===== config.mk =====
export PLATFORM = sky130hd
export DESIGN_NAME = sexpr_token_event_parser_unit
export DESIGN_NICKNAME = d
export VERILOG_FILES = /design/src/hdl/sexp_pkg.sv /design/src/hdl/sexpr_token_event_parser_unit.sv /design/src/hdl/sexp_front.sv /design/src/hdl/sexp_queue.sv /design/src/hdl/sexp_back.sv
export VERILOG_INCLUDE_DIRS = /design/src /design/src/hdl
export SDC_FILE = /design/constraint.sdc
export NUM_CORES = 1
export LEC_CHECK = 0
export ABC_AREA = 1
export BUFFER_PORTS_ARGS = -buffer_cell sky130_fd_sc_hd__clkbuf_2
export CORE_MARGIN = 2
export CORE_UTILIZATION = 35
export CTS_BUF_LIST = sky130_fd_sc_hd__clkbuf_16
export CTS_CLUSTER_DIAMETER = 60
export DETAILED_ROUTE_END_ITERATION = 16
export PLACE_DENSITY_LB_ADDON = 0.25
export SETUP_SLACK_MARGIN = 0.02
export SYNTH_ARGS = -nofsm -noshare
export SYNTH_HDL_FRONTEND = slang
export SYNTH_SLANG_ARGS = --single-unit

===== constraint.sdc =====
create_clock -name clk -period 17.2 [get_ports clk]
set_input_delay 2.58 -clock clk [delete_from_list [all_inputs] [get_ports clk]]
set_output_delay 2.58 -clock clk [all_outputs]
set_load 0.02 [all_outputs]

===== src/hdl/assert_macros.svh =====
// Assertion macros shared by the S-expression parser RTL.
`ifndef ASSERT_MACROS_SVH
`define ASSERT_MACROS_SVH
`ifndef SYNTHESIS
// Property must hold at every clock edge outside reset.
`define SEXP_ASSERT(lbl, clk, rst, prop, msg) \
  lbl: assert property (@(posedge clk) disable iff (rst) (prop)) else $error(msg);
// Condition must never be true outside reset.
`define SEXP_ASSERT_NEVER(lbl, clk, rst, cond, msg) \
  lbl: assert property (@(posedge clk) disable iff (rst) !(cond)) else $error(msg);
`else
`define SEXP_ASSERT(lbl, clk, rst, prop, msg)
`define SEXP_ASSERT_NEVER(lbl, clk, rst, cond, msg)
`endif
`endif


===== src/hdl/sexp_pkg.sv =====
// Shared types and constants of the S-expression event parser.
`default_nettype none
package sexp_pkg;

  // Default counter widths.
  localparam int LINE_WIDTH_DEFAULT   = 16;
  localparam int COLUMN_WIDTH_DEFAULT = 16;

  // Reported counters are capped to this width.
  localparam int REPORT_WIDTH = 16;
  localparam logic [REPORT_WIDTH-1:0] REPORT_MAX = '1;

  // Most events one input beat can cause, and the bundle queue depth.
  localparam int MAX_EVENTS  = 3;
  localparam int QUEUE_DEPTH = 2;

  // Input actions.
  localparam logic ACT_BYTE = 1'b0;
  localparam logic ACT_EOS  = 1'b1;

  // Event kinds.
  localparam logic [2:0] EV_DOC_START  = 3'd0;
  localparam logic [2:0] EV_TOKEN_CHAR = 3'd1;
  localparam logic [2:0] EV_ELEM_START = 3'd2;
  localparam logic [2:0] EV_ELEM_END   = 3'd3;
  localparam logic [2:0] EV_DOC_END    = 3'd4;
  localparam logic [2:0] EV_ERROR      = 3'd5;

  // Error codes.
  localparam logic ERR_BRACE_NO_TOKEN = 1'b0;
  localparam logic ERR_AFTER_CLOSE    = 1'b1;

  // Characters with a meaning of their own.
  localparam logic [7:0] CHAR_LPAREN = 8'h28;
  localparam logic [7:0] CHAR_RPAREN = 8'h29;
  localparam logic [7:0] CHAR_SEMI   = 8'h3B;
  localparam logic [7:0] CHAR_LF     = 8'h0A;
  localparam logic [7:0] CHAR_CR     = 8'h0D;
  localparam logic [7:0] CHAR_TAB    = 8'h09;
  localparam logic [7:0] CHAR_SPACE  = 8'h20;

  // One input beat.
  typedef struct packed {
    logic       action;
    logic [7:0] byte_value;
  } in_beat_t;

  // One output beat.
  typedef struct packed {
    logic [2:0]              event_kind;
    logic [7:0]              char_value;
    logic                    starts_token;
    logic                    error_code;
    logic [REPORT_WIDTH-1:0] line_number;
    logic [REPORT_WIDTH-1:0] column_number;
    logic                    last;
  } out_beat_t;

  // One event inside the parser, before the last flag is known.
  typedef struct packed {
    logic [2:0]              event_kind;
    logic [7:0]              char_value;
    logic                    starts_token;
    logic                    error_code;
    logic [REPORT_WIDTH-1:0] line_number;
    logic [REPORT_WIDTH-1:0] column_number;
  } event_t;

  // All events caused by one input beat.
  typedef struct packed {
    logic [1:0]                  count;
    event_t [MAX_EVENTS-1:0]     events;
  } bundle_t;

endpackage
`default_nettype wire


===== src/hdl/sexpr_token_event_parser_unit.sv =====
// Top level of the streaming S-expression event parser.
// Usage:
//   The text channel (text_valid/text_ready/text_data) takes one beat per
//   cycle: a byte of text or an end-of-stream mark. The event channel
//   (evt_valid/evt_ready/evt_data) delivers the events each beat causes, in
//   order, one event per cycle while evt_ready is high, with last set on the
//   final event of a beat. A beat causes zero to three events.
//   The first event of a beat reaches the event port after its bundle has
//   passed through a queue slot and the serializer's current-bundle register.
//   A beat is taken every cycle while the two-entry bundle queue has room;
//   a beat's events go out on the event port one at a time, so the sustained
//   rate is one beat per cycle when beats average at most one event. Beats
//   that cause no event never reach the queue. Reset puts the scanner in idle
//   with counters cleared and empties the queue and output stage; the next
//   beat opens a document. When the receiver stalls, the output stage holds
//   its event and the queue fills; text_ready drops once the queue is full and
//   rises as soon as a bundle leaves it.
`default_nettype none
module sexpr_token_event_parser_unit #(
  parameter int LINE_WIDTH   = sexp_pkg::LINE_WIDTH_DEFAULT,
  parameter int COLUMN_WIDTH = sexp_pkg::COLUMN_WIDTH_DEFAULT
) (
  input  wire logic                clk,
  input  wire logic                rst,
  input  wire logic                text_valid,
  output logic                     text_ready,
  input  wire sexp_pkg::in_beat_t  text_data,
  output logic                     evt_valid,
  input  wire logic                evt_ready,
  output sexp_pkg::out_beat_t      evt_data
);

  logic              push_valid;
  logic              push_ready;
  sexp_pkg::bundle_t push_data;
  logic              pop_valid;
  logic              pop_ready;
  sexp_pkg::bundle_t pop_data;

  // Scanner front end.
  sexp_front #(
    .LINE_WIDTH   (LINE_WIDTH),
    .COLUMN_WIDTH (COLUMN_WIDTH)
  ) u_front (
    .clk        (clk),
    .rst        (rst),
    .text_valid (text_valid),
    .text_ready (text_ready),
    .text_data  (text_data),
    .push_ready (push_ready),
    .push_valid (push_valid),
    .push_data  (push_data)
  );

  // Decoupling queue.
  sexp_queue u_queue (
    .clk        (clk),
    .rst        (rst),
    .push_valid (push_valid),
    .push_ready (push_ready),
    .push_data  (push_data),
    .pop_valid  (pop_valid),
    .pop_ready  (pop_ready),
    .pop_data   (pop_data)
  );

  // Event serializer.
  sexp_back u_back (
    .clk       (clk),
    .rst       (rst),
    .pop_valid (pop_valid),
    .pop_ready (pop_ready),
    .pop_data  (pop_data),
    .evt_valid (evt_valid),
    .evt_ready (evt_ready),
    .evt_data  (evt_data)
  );

endmodule
`default_nettype wire


===== src/hdl/sexp_front.sv =====
// Front end: accepts input beats, runs the scanner state and builds event bundles.
`default_nettype none
module sexp_front #(
  parameter int LINE_WIDTH   = sexp_pkg::LINE_WIDTH_DEFAULT,
  parameter int COLUMN_WIDTH = sexp_pkg::COLUMN_WIDTH_DEFAULT
) (
  input  wire logic               clk,
  input  wire logic               rst,
  input  wire logic               text_valid,
  output logic                    text_ready,
  input  wire sexp_pkg::in_beat_t text_data,
  input  wire logic               push_ready,
  output logic                    push_valid,
  output sexp_pkg::bundle_t       push_data
);

  localparam logic [1:0] MODE_IDLE    = 2'd0;
  localparam logic [1:0] MODE_TEXT    = 2'd1;
  localparam logic [1:0] MODE_SEMI    = 2'd2;
  localparam logic [1:0] MODE_COMMENT = 2'd3;

  localparam int LX = (LINE_WIDTH > sexp_pkg::REPORT_WIDTH) ?
                      LINE_WIDTH : sexp_pkg::REPORT_WIDTH;
  localparam int CX = (COLUMN_WIDTH > sexp_pkg::REPORT_WIDTH) ?
                      COLUMN_WIDTH : sexp_pkg::REPORT_WIDTH;

  logic [1:0]              scan_mode, scan_mode_next;
  logic                    new_token_flag, new_token_flag_next;
  logic                    allow_token_flag, allow_token_flag_next;
  logic                    tokens_pending, tokens_pending_next;
  logic [LINE_WIDTH-1:0]   line_count, line_count_next;
  logic [COLUMN_WIDTH-1:0] column_count, column_count_next;

  logic                    accept;
  logic                    do_text;
  logic [1:0]              n_events;
  sexp_pkg::event_t [sexp_pkg::MAX_EVENTS-1:0] events;

  // Counters are reported capped at the report width.
  function automatic logic [sexp_pkg::REPORT_WIDTH-1:0] cap_line(
    input logic [LINE_WIDTH-1:0] v
  );
    logic [LX-1:0] x;
    x = LX'(v);
    cap_line = (x > LX'(sexp_pkg::REPORT_MAX)) ? sexp_pkg::REPORT_MAX :
               x[sexp_pkg::REPORT_WIDTH-1:0];
  endfunction

  function automatic logic [sexp_pkg::REPORT_WIDTH-1:0] cap_column(
    input logic [COLUMN_WIDTH-1:0] v
  );
    logic [CX-1:0] x;
    x = CX'(v);
    cap_column = (x > CX'(sexp_pkg::REPORT_MAX)) ? sexp_pkg::REPORT_MAX :
                 x[sexp_pkg::REPORT_WIDTH-1:0];
  endfunction

  function automatic sexp_pkg::event_t mk_event(
    input logic [2:0]              kind,
    input logic [7:0]              ch,
    input logic                    st,
    input logic                    err,
    input logic [LINE_WIDTH-1:0]   ln,
    input logic [COLUMN_WIDTH-1:0] cn
  );
    sexp_pkg::event_t e;
    e.event_kind    = kind;
    e.char_value    = ch;
    e.starts_token  = st;
    e.error_code    = err;
    e.line_number   = cap_line(ln);
    e.column_number = cap_column(cn);
    mk_event = e;
  endfunction

  assign text_ready = push_ready;
  assign accept     = text_valid && push_ready;

  // Scanner: all events of one beat and the state it leaves behind.
  always_comb begin
    scan_mode_next        = scan_mode;
    new_token_flag_next   = new_token_flag;
    allow_token_flag_next = allow_token_flag;
    tokens_pending_next   = tokens_pending;
    line_count_next       = line_count;
    column_count_next     = column_count;
    n_events              = 2'd0;
    events                = '0;
    do_text               = 1'b0;

    // A beat in idle opens a new document.
    if (scan_mode == MODE_IDLE) begin
      line_count_next       = '0;
      column_count_next     = '0;
      new_token_flag_next   = 1'b1;
      allow_token_flag_next = 1'b0;
      tokens_pending_next   = 1'b0;
      events[n_events] = mk_event(sexp_pkg::EV_DOC_START, 8'h00, 1'b0, 1'b0,
                                  line_count_next, column_count_next);
      n_events = n_events + 2'd1;
      scan_mode_next = MODE_TEXT;
    end

    if (text_data.action == sexp_pkg::ACT_EOS) begin
      column_count_next = (&column_count_next) ? column_count_next :
                          column_count_next + 1'b1;
      events[n_events] = mk_event(sexp_pkg::EV_DOC_END, 8'h00, 1'b0, 1'b0,
                                  line_count_next, column_count_next);
      n_events = n_events + 2'd1;
      scan_mode_next = MODE_IDLE;
    end else if (scan_mode_next == MODE_SEMI) begin
      if (text_data.byte_value == sexp_pkg::CHAR_SEMI) begin
        scan_mode_next = MODE_COMMENT;
      end else begin
        // The held semicolon is a token character of its own, or an error where no token is allowed.
        scan_mode_next = MODE_TEXT;
        if (!allow_token_flag_next) begin
          events[n_events] = mk_event(sexp_pkg::EV_ERROR, 8'h00, 1'b0,
                                      sexp_pkg::ERR_AFTER_CLOSE,
                                      line_count_next, column_count_next);
          n_events = n_events + 2'd1;
          scan_mode_next = MODE_IDLE;
        end else begin
          events[n_events] = mk_event(sexp_pkg::EV_TOKEN_CHAR, sexp_pkg::CHAR_SEMI,
                                      new_token_flag_next, 1'b0,
                                      line_count_next, column_count_next);
          n_events = n_events + 2'd1;
          new_token_flag_next = 1'b0;
          tokens_pending_next = 1'b1;
          do_text = 1'b1;
        end
      end
    end else if (scan_mode_next == MODE_COMMENT) begin
      if (text_data.byte_value == sexp_pkg::CHAR_LF ||
          text_data.byte_value == sexp_pkg::CHAR_CR) begin
        scan_mode_next = MODE_TEXT;
        do_text = 1'b1;
      end
    end else begin
      do_text = 1'b1;
    end

    // Ordinary text handling of the byte.
    if (do_text) begin
      column_count_next = (&column_count_next) ? column_count_next :
                          column_count_next + 1'b1;
      case (text_data.byte_value)
        sexp_pkg::CHAR_LPAREN: begin
          if (allow_token_flag_next && !tokens_pending_next) begin
            events[n_events] = mk_event(sexp_pkg::EV_ERROR, 8'h00, 1'b0,
                                        sexp_pkg::ERR_BRACE_NO_TOKEN,
                                        line_count_next, column_count_next);
            n_events = n_events + 2'd1;
            scan_mode_next = MODE_IDLE;
          end else begin
            if (allow_token_flag_next) begin
              events[n_events] = mk_event(sexp_pkg::EV_ELEM_START, 8'h00, 1'b0, 1'b0,
                                          line_count_next, column_count_next);
              n_events = n_events + 2'd1;
              tokens_pending_next = 1'b0;
            end
            new_token_flag_next   = 1'b1;
            allow_token_flag_next = 1'b1;
          end
        end
        sexp_pkg::CHAR_RPAREN: begin
          if (tokens_pending_next) begin
            events[n_events] = mk_event(sexp_pkg::EV_ELEM_START, 8'h00, 1'b0, 1'b0,
                                        line_count_next, column_count_next);
            n_events = n_events + 2'd1;
            tokens_pending_next = 1'b0;
          end
          events[n_events] = mk_event(sexp_pkg::EV_ELEM_END, 8'h00, 1'b0, 1'b0,
                                      line_count_next, column_count_next);
          n_events = n_events + 2'd1;
          new_token_flag_next   = 1'b1;
          allow_token_flag_next = 1'b0;
        end
        sexp_pkg::CHAR_LF: begin
          line_count_next = (&line_count_next) ? line_count_next :
                            line_count_next + 1'b1;
          column_count_next   = '0;
          new_token_flag_next = 1'b1;
        end
        sexp_pkg::CHAR_CR: begin
          column_count_next   = '0;
          new_token_flag_next = 1'b1;
        end
        sexp_pkg::CHAR_SPACE, sexp_pkg::CHAR_TAB: begin
          new_token_flag_next = 1'b1;
        end
        sexp_pkg::CHAR_SEMI: begin
          scan_mode_next = MODE_SEMI;
        end
        default: begin
          if (!allow_token_flag_next) begin
            events[n_events] = mk_event(sexp_pkg::EV_ERROR, 8'h00, 1'b0,
                                        sexp_pkg::ERR_AFTER_CLOSE,
                                        line_count_next, column_count_next);
            n_events = n_events + 2'd1;
            scan_mode_next = MODE_IDLE;
          end else begin
            events[n_events] = mk_event(sexp_pkg::EV_TOKEN_CHAR,
                                        text_data.byte_value,
                                        new_token_flag_next, 1'b0,
                                        line_count_next, column_count_next);
            n_events = n_events + 2'd1;
            new_token_flag_next = 1'b0;
            tokens_pending_next = 1'b1;
          end
        end
      endcase
    end
  end

  // Beats that cause no event are absorbed here.
  assign push_valid       = accept && (n_events != 2'd0);
  assign push_data.count  = n_events;
  assign push_data.events = events;

  // Scanner state.
  always_ff @(posedge clk) begin
    if (rst) begin
      scan_mode        <= MODE_IDLE;
      new_token_flag   <= 1'b1;
      allow_token_flag <= 1'b0;
      tokens_pending   <= 1'b0;
      line_count       <= '0;
      column_count     <= '0;
    end else if (accept) begin
      scan_mode        <= scan_mode_next;
      new_token_flag   <= new_token_flag_next;
      allow_token_flag <= allow_token_flag_next;
      tokens_pending   <= tokens_pending_next;
      line_count       <= line_count_next;
      column_count     <= column_count_next;
    end
  end

endmodule
`default_nettype wire


===== src/hdl/sexp_queue.sv =====
// Short bundle queue between the scanner and the event serializer.
`default_nettype none
`include "assert_macros.svh"
module sexp_queue (
  input  wire logic              clk,
  input  wire logic              rst,
  input  wire logic              push_valid,
  output logic                   push_ready,
  input  wire sexp_pkg::bundle_t push_data,
  output logic                   pop_valid,
  input  wire logic              pop_ready,
  output sexp_pkg::bundle_t      pop_data
);

  localparam int DEPTH = sexp_pkg::QUEUE_DEPTH;
  localparam int PW    = (DEPTH > 1) ? $clog2(DEPTH) : 1;
  localparam int CW    = $clog2(DEPTH + 1);

  sexp_pkg::bundle_t slots [DEPTH];
  logic [PW-1:0] wr_ptr;
  logic [PW-1:0] rd_ptr;
  logic [CW-1:0] fill;
  logic          do_push;
  logic          do_pop;

  assign push_ready = (fill != CW'(DEPTH));
  assign pop_valid  = (fill != '0);
  assign pop_data   = slots[rd_ptr];
  assign do_push    = push_valid && push_ready;
  assign do_pop     = pop_valid && pop_ready;

  // Storage.
  always_ff @(posedge clk) begin
    if (do_push) begin
      slots[wr_ptr] <= push_data;
    end
  end

  // Pointers and fill level.
  always_ff @(posedge clk) begin
    if (rst) begin
      wr_ptr <= '0;
      rd_ptr <= '0;
      fill   <= '0;
    end else begin
      if (do_push) begin
        wr_ptr <= (wr_ptr == PW'(DEPTH - 1)) ? '0 : wr_ptr + 1'b1;
      end
      if (do_pop) begin
        rd_ptr <= (rd_ptr == PW'(DEPTH - 1)) ? '0 : rd_ptr + 1'b1;
      end
      if (do_push && !do_pop) begin
        fill <= fill + 1'b1;
      end else if (do_pop && !do_push) begin
        fill <= fill - 1'b1;
      end
    end
  end

  // Every stored bundle carries at least one event.
  `SEXP_ASSERT_NEVER(a_push_empty_bundle, clk, rst, do_push && (push_data.count == 2'd0), "empty bundle queued")
  // Fill level tracks the handshakes.
  `SEXP_ASSERT(a_fill_track, clk, rst, (do_push && !do_pop) |=> (fill == $past(fill) + 1'b1), "fill level lost a push")

endmodule
`default_nettype wire


===== src/hdl/sexp_back.sv =====
// Back end: serializes event bundles into output beats, one event per cycle while evt_ready is high.
`default_nettype none
`include "assert_macros.svh"
module sexp_back (
  input  wire logic              clk,
  input  wire logic              rst,
  input  wire logic              pop_valid,
  output logic                   pop_ready,
  input  wire sexp_pkg::bundle_t pop_data,
  output logic                   evt_valid,
  input  wire logic              evt_ready,
  output sexp_pkg::out_beat_t    evt_data
);

  sexp_pkg::bundle_t cur;
  logic              busy;
  logic [1:0]        idx;
  logic              is_last;
  sexp_pkg::event_t  ev;

  assign ev      = cur.events[idx];
  assign is_last = (idx == cur.count - 2'd1);

  assign evt_valid              = busy;
  assign evt_data.event_kind    = ev.event_kind;
  assign evt_data.char_value    = ev.char_value;
  assign evt_data.starts_token  = ev.starts_token;
  assign evt_data.error_code    = ev.error_code;
  assign evt_data.line_number   = ev.line_number;
  assign evt_data.column_number = ev.column_number;
  assign evt_data.last          = is_last;

  // Take the next bundle once the current one has gone out.
  assign pop_ready = !busy || (evt_ready && is_last);

  always_ff @(posedge clk) begin
    if (pop_valid && pop_ready) begin
      cur <= pop_data;
    end
  end

  always_ff @(posedge clk) begin
    if (rst) begin
      busy <= 1'b0;
      idx  <= '0;
    end else if (pop_valid && pop_ready) begin
      busy <= 1'b1;
      idx  <= '0;
    end else if (busy && evt_ready) begin
      if (is_last) begin
        busy <= 1'b0;
      end else begin
        idx <= idx + 2'd1;
      end
    end
  end

  // The index stays inside the bundle it walks.
  `SEXP_ASSERT(a_idx_in_range, clk, rst, busy |-> (idx < cur.count), "event index beyond bundle")
  // A held bundle is never empty.
  `SEXP_ASSERT_NEVER(a_empty_cur, clk, rst, busy && (cur.count == 2'd0), "empty bundle held")
  // After the last beat goes out with nothing queued, the output drains.
  `SEXP_ASSERT(a_drain, clk, rst, (busy && evt_ready && is_last && !pop_valid) |=> !busy, "output did not drain")

endmodule
`default_nettype wire

==> run_results.csv <==
group,metric,value,unit
placed_design,place_congestion,0.870,
clocking,ctsResizeCount,0,
power_and_ir_drop,combPwrFrac,0.234,
die,die-area,61600,µm²
final_layout,nNetsFinal,2204,
worst_setup_path,r2r_setup_slack,11.40,ns
worst_setup_path,crit_path_start,"text_data[8]",
detailed_routing,final_antenna_net_count,0,
worst_setup_path,crit_type,"in2reg",
worst_setup_path,r2r_cells,19,
power_and_ir_drop,pwr-share-seq,0.465,
hold_path,worstHoldPathCells,2,
worst_setup_path,cp.required,17.40,ns
timing,max_freq,0.122,GHz
global_route,grt_usage,0.175,
final_layout,area_delta_synth_final,13.3,%
detailed_routing,drt-pass1-iter-count,6,
die,ios,61,
clocking,cts_buffers,50,
timing,tns,0,ns
synth,yosysTopAreaCell,"edfxtp_1",
worst_setup_path,cp_max_fo,54,
placed_design,hpwl,33500,µm
synth,syn_area,20900,µm²
clocking,cts_hold_buf,0,
synth,ys_types,51,
synth,synthArstFlopShare,0,
detailed_routing,routedWlPerCell,17.7,µm
worst_setup_path,critPathCaptureType,"flop",
synth,netlist_instances,2130,
die,die_w,248,µm
worst_setup_path,crit_path_start_kind,"primary input",
synth,synth_top_area_frac,0.591,
power_and_ir_drop,cellInternalPower,2.43,mW
detailed_routing,vias,14857,
timing,worstMarginPinSlew,1.10,ns
die,die_h,248,µm
worst_setup_path,r2r-end,"u_queue.slots[1][100]",
power_and_ir_drop,vdd_drop_max,0.0869,mV
clocking,clk_pin_slew,0.06,ns
power_and_ir_drop,clockPowerShare,0.301,
timing,setup-violations-final,0,
flow_run,max-cap-violations,0,
detailed_routing,routed_wl,53000,µm
clocking,post_cts_buffers,0,
worst_setup_path,arrival,8.42,ns
synth,yosys-top-cells-count,"nand2_1, edfxtp_1, nor2_1",
synth,ys_warn_count,0,
clocking,cts_max_path_buffers,3,
timing,slew_headroom,0.263,
die,row_count,89,
power_and_ir_drop,powerDensity,154,nW/µm²
global_route,grt_max_degree,91,
power_and_ir_drop,switchingPower,1.20,mW
run_status,status,"completed",
placed_design,portBuffers,60,
die,start_util,0.354,
die,core-area,59000,µm²
hold_path,min-delay-start,"u_front.line_count[15]",
detailed_routing,drt_iter0_markers,1256,
final_layout,drive_above_1_share,0.119,
power_and_ir_drop,p_leak,9.12,nW
final_layout,diodes,0,
timing,min_period_over_period,0.477,
worst_setup_path,timing.rr.start,"u_front.scan_mode[0]",
hold_path,min_path_type,"reg2reg",
power_and_ir_drop,total_power,3.64,mW
clocking,cts_root_buf,"clkbuf_16",
synth,synth_seq_cells,455,
clocking,htreeDepth,2,
global_route,first_global_vias,14643,
clocking,clk_latency,0.59,ns
global_route,grt_remaining_overflow,0,
synth,ys_seq_area_frac,0.633,
power_and_ir_drop,p_sw_frac,0.330,
timing,rsz0062_at_grt,"no",
synth,syn_avg_cell_area,9.80,µm²
global_route,grt_pass1_wl,83800,µm
detailed_routing,drc,0,
timing,fin_skew,0.0203,ns
clocking,cts_sinks,455,
synth,synth_edf_count,411,
synth,synth_most_common_cell,"nand2_1",
global_route,antenna_found_initial,0,
clocking,cts_tree,"built",
detailed_routing,vias_per_cell,4.96,
synth,synthTopCellsByArea,"edfxtp_1, nand2_1, nor2_1",
timing,hold_viol_final,0,
timing,slew_violations,0,
timing,post-route-min-period,8.21,ns
hold_path,holdPathEnd,"u_front.line_count[15]",
synth,synth_ff_type,"edfxtp_1",
logic make-up after synthesis:
logic type | count (synthesis) | share of synthesized area
other cells | 1 | 0.000180
buf+inv | 240 | 0.0464
xor+xnor | 19 | 0.00797
fa+ha+maj | 9 | 0.00539
compound gates | 253 | 0.0715
mux | 1 | 0.000479
simple gates | 1152 | 0.235
flops | 455 | 0.633
through the flow:
step | area (µm²) | worst slack, ns | hold WS, ns | cells | utilization
after floorplan | 21000 | 6.02 | 0.445 | 2153 | -
after global placement | 22000 | 8.46 | 0.453 | 2903 | 0.372
after detailed placement | 22000 | 8.38 | 0.461 | 2903 | 0.372
after CTS | 23700 | 8.96 | 0.472 | 2997 | 0.401
final | 23700 | 8.99 | 0.472 | 2997 | 0.401
after global routing | 23700 | 8.47 | 0.495 | 2997 | 0.401
worst max-delay path, cell delays in order:
cell	delay (ns)
clkbuf_2	0.42
inv_1	0.80
o21ai_0	0.33
nor2_4	0.17
buf_4	0.39
inv_1	0.39
nor2_1	0.28
inv_1	0.10
nor2_1	0.09
nor2_1	0.07
nand2_1	0.14
nand2_1	0.22
nor2_4	0.78
buf_4	0.79
buf_4	0.75
per-layer routing:
metal  vias up  routed length [µm]  GRT usage
met1      7162               24900      0.246
met5         -                   0          0
met2       322               24400      0.281
met3        80                2550     0.0276
li1       7293                   -          -
met4         0                1170     0.0495
how the worst max path moves through the flow:
stage | end | cells after the start | slack (ns)
floorplan | u_queue.fill[1] | 10 | 6.02
global placement | u_queue.slots[1][8] | 15 | 8.46
detailed placement | u_queue.slots[1][94] | 15 | 8.38
CTS | u_queue.slots[1][100] | 15 | 8.96
global route | u_queue.slots[1][100] | 15 | 8.47
finish | u_queue.slots[1][100] | 15 | 8.99
area by class of cell:
cell class	count	area, µm²
tap	773	967
timing repair buffer	77	428
inverter	140	528
multi-input combinational	1458	6810
sequential	455	13200
clock buffer	51	1280
clock inverter	43	435
fill	5810	35300
registers in the layout, indices dropped and copies added (netlist names):
name and cells:
u_queue.fill 2, u_front.new_token_flag 1, u_front.line_count 16, u_back.cur 137, u_queue.slots 274, u_front.allow_token_flag 1
u_front.scan_mode 2, u_queue.wr_ptr 1, u_back.evt_valid 1, u_front.tokens_pending 1, u_back.idx 2, u_queue.rd_ptr 1
u_front.column_count 16
placed cells by master (no fill, tap or decap), drive strengths merged, types with 2 or more instances in the layout:
cell and instances:
nor3 25, conb 24, a21oi 61, ha 9, clkbuf 111, o21a 8, o211ai 6, xnor2 6
nand4 17, or2 2, a31oi 2, clkinvlp 4, nor2 280, nor4 3, a32oi 3, o22ai 4
bufinv 6, inv 152, o31ai 49, nand3 128, dfxtp 44, buf 17, nand2 693, o21ai 113
edfxtp 411, xor2 13, clkinv 21, nand3b 4
power by group through the flow:
| stage | clock (mW) | combinational [mW] | sequential (mW) |
|---|---|---|---|
| after global placement | 0 | 0.868 | 1.71 |
| after detailed placement | 0 | 0.877 | 1.72 |
| final | 1.09 | 0.850 | 1.69 |
| after CTS | 1.12 | 0.879 | 1.70 |
| after floorplan | 0 | 0.586 | 1.74 |
| after global routing | 1.16 | 0.963 | 1.72 |
No activity file was read; power rests on OpenSTA's default activity.
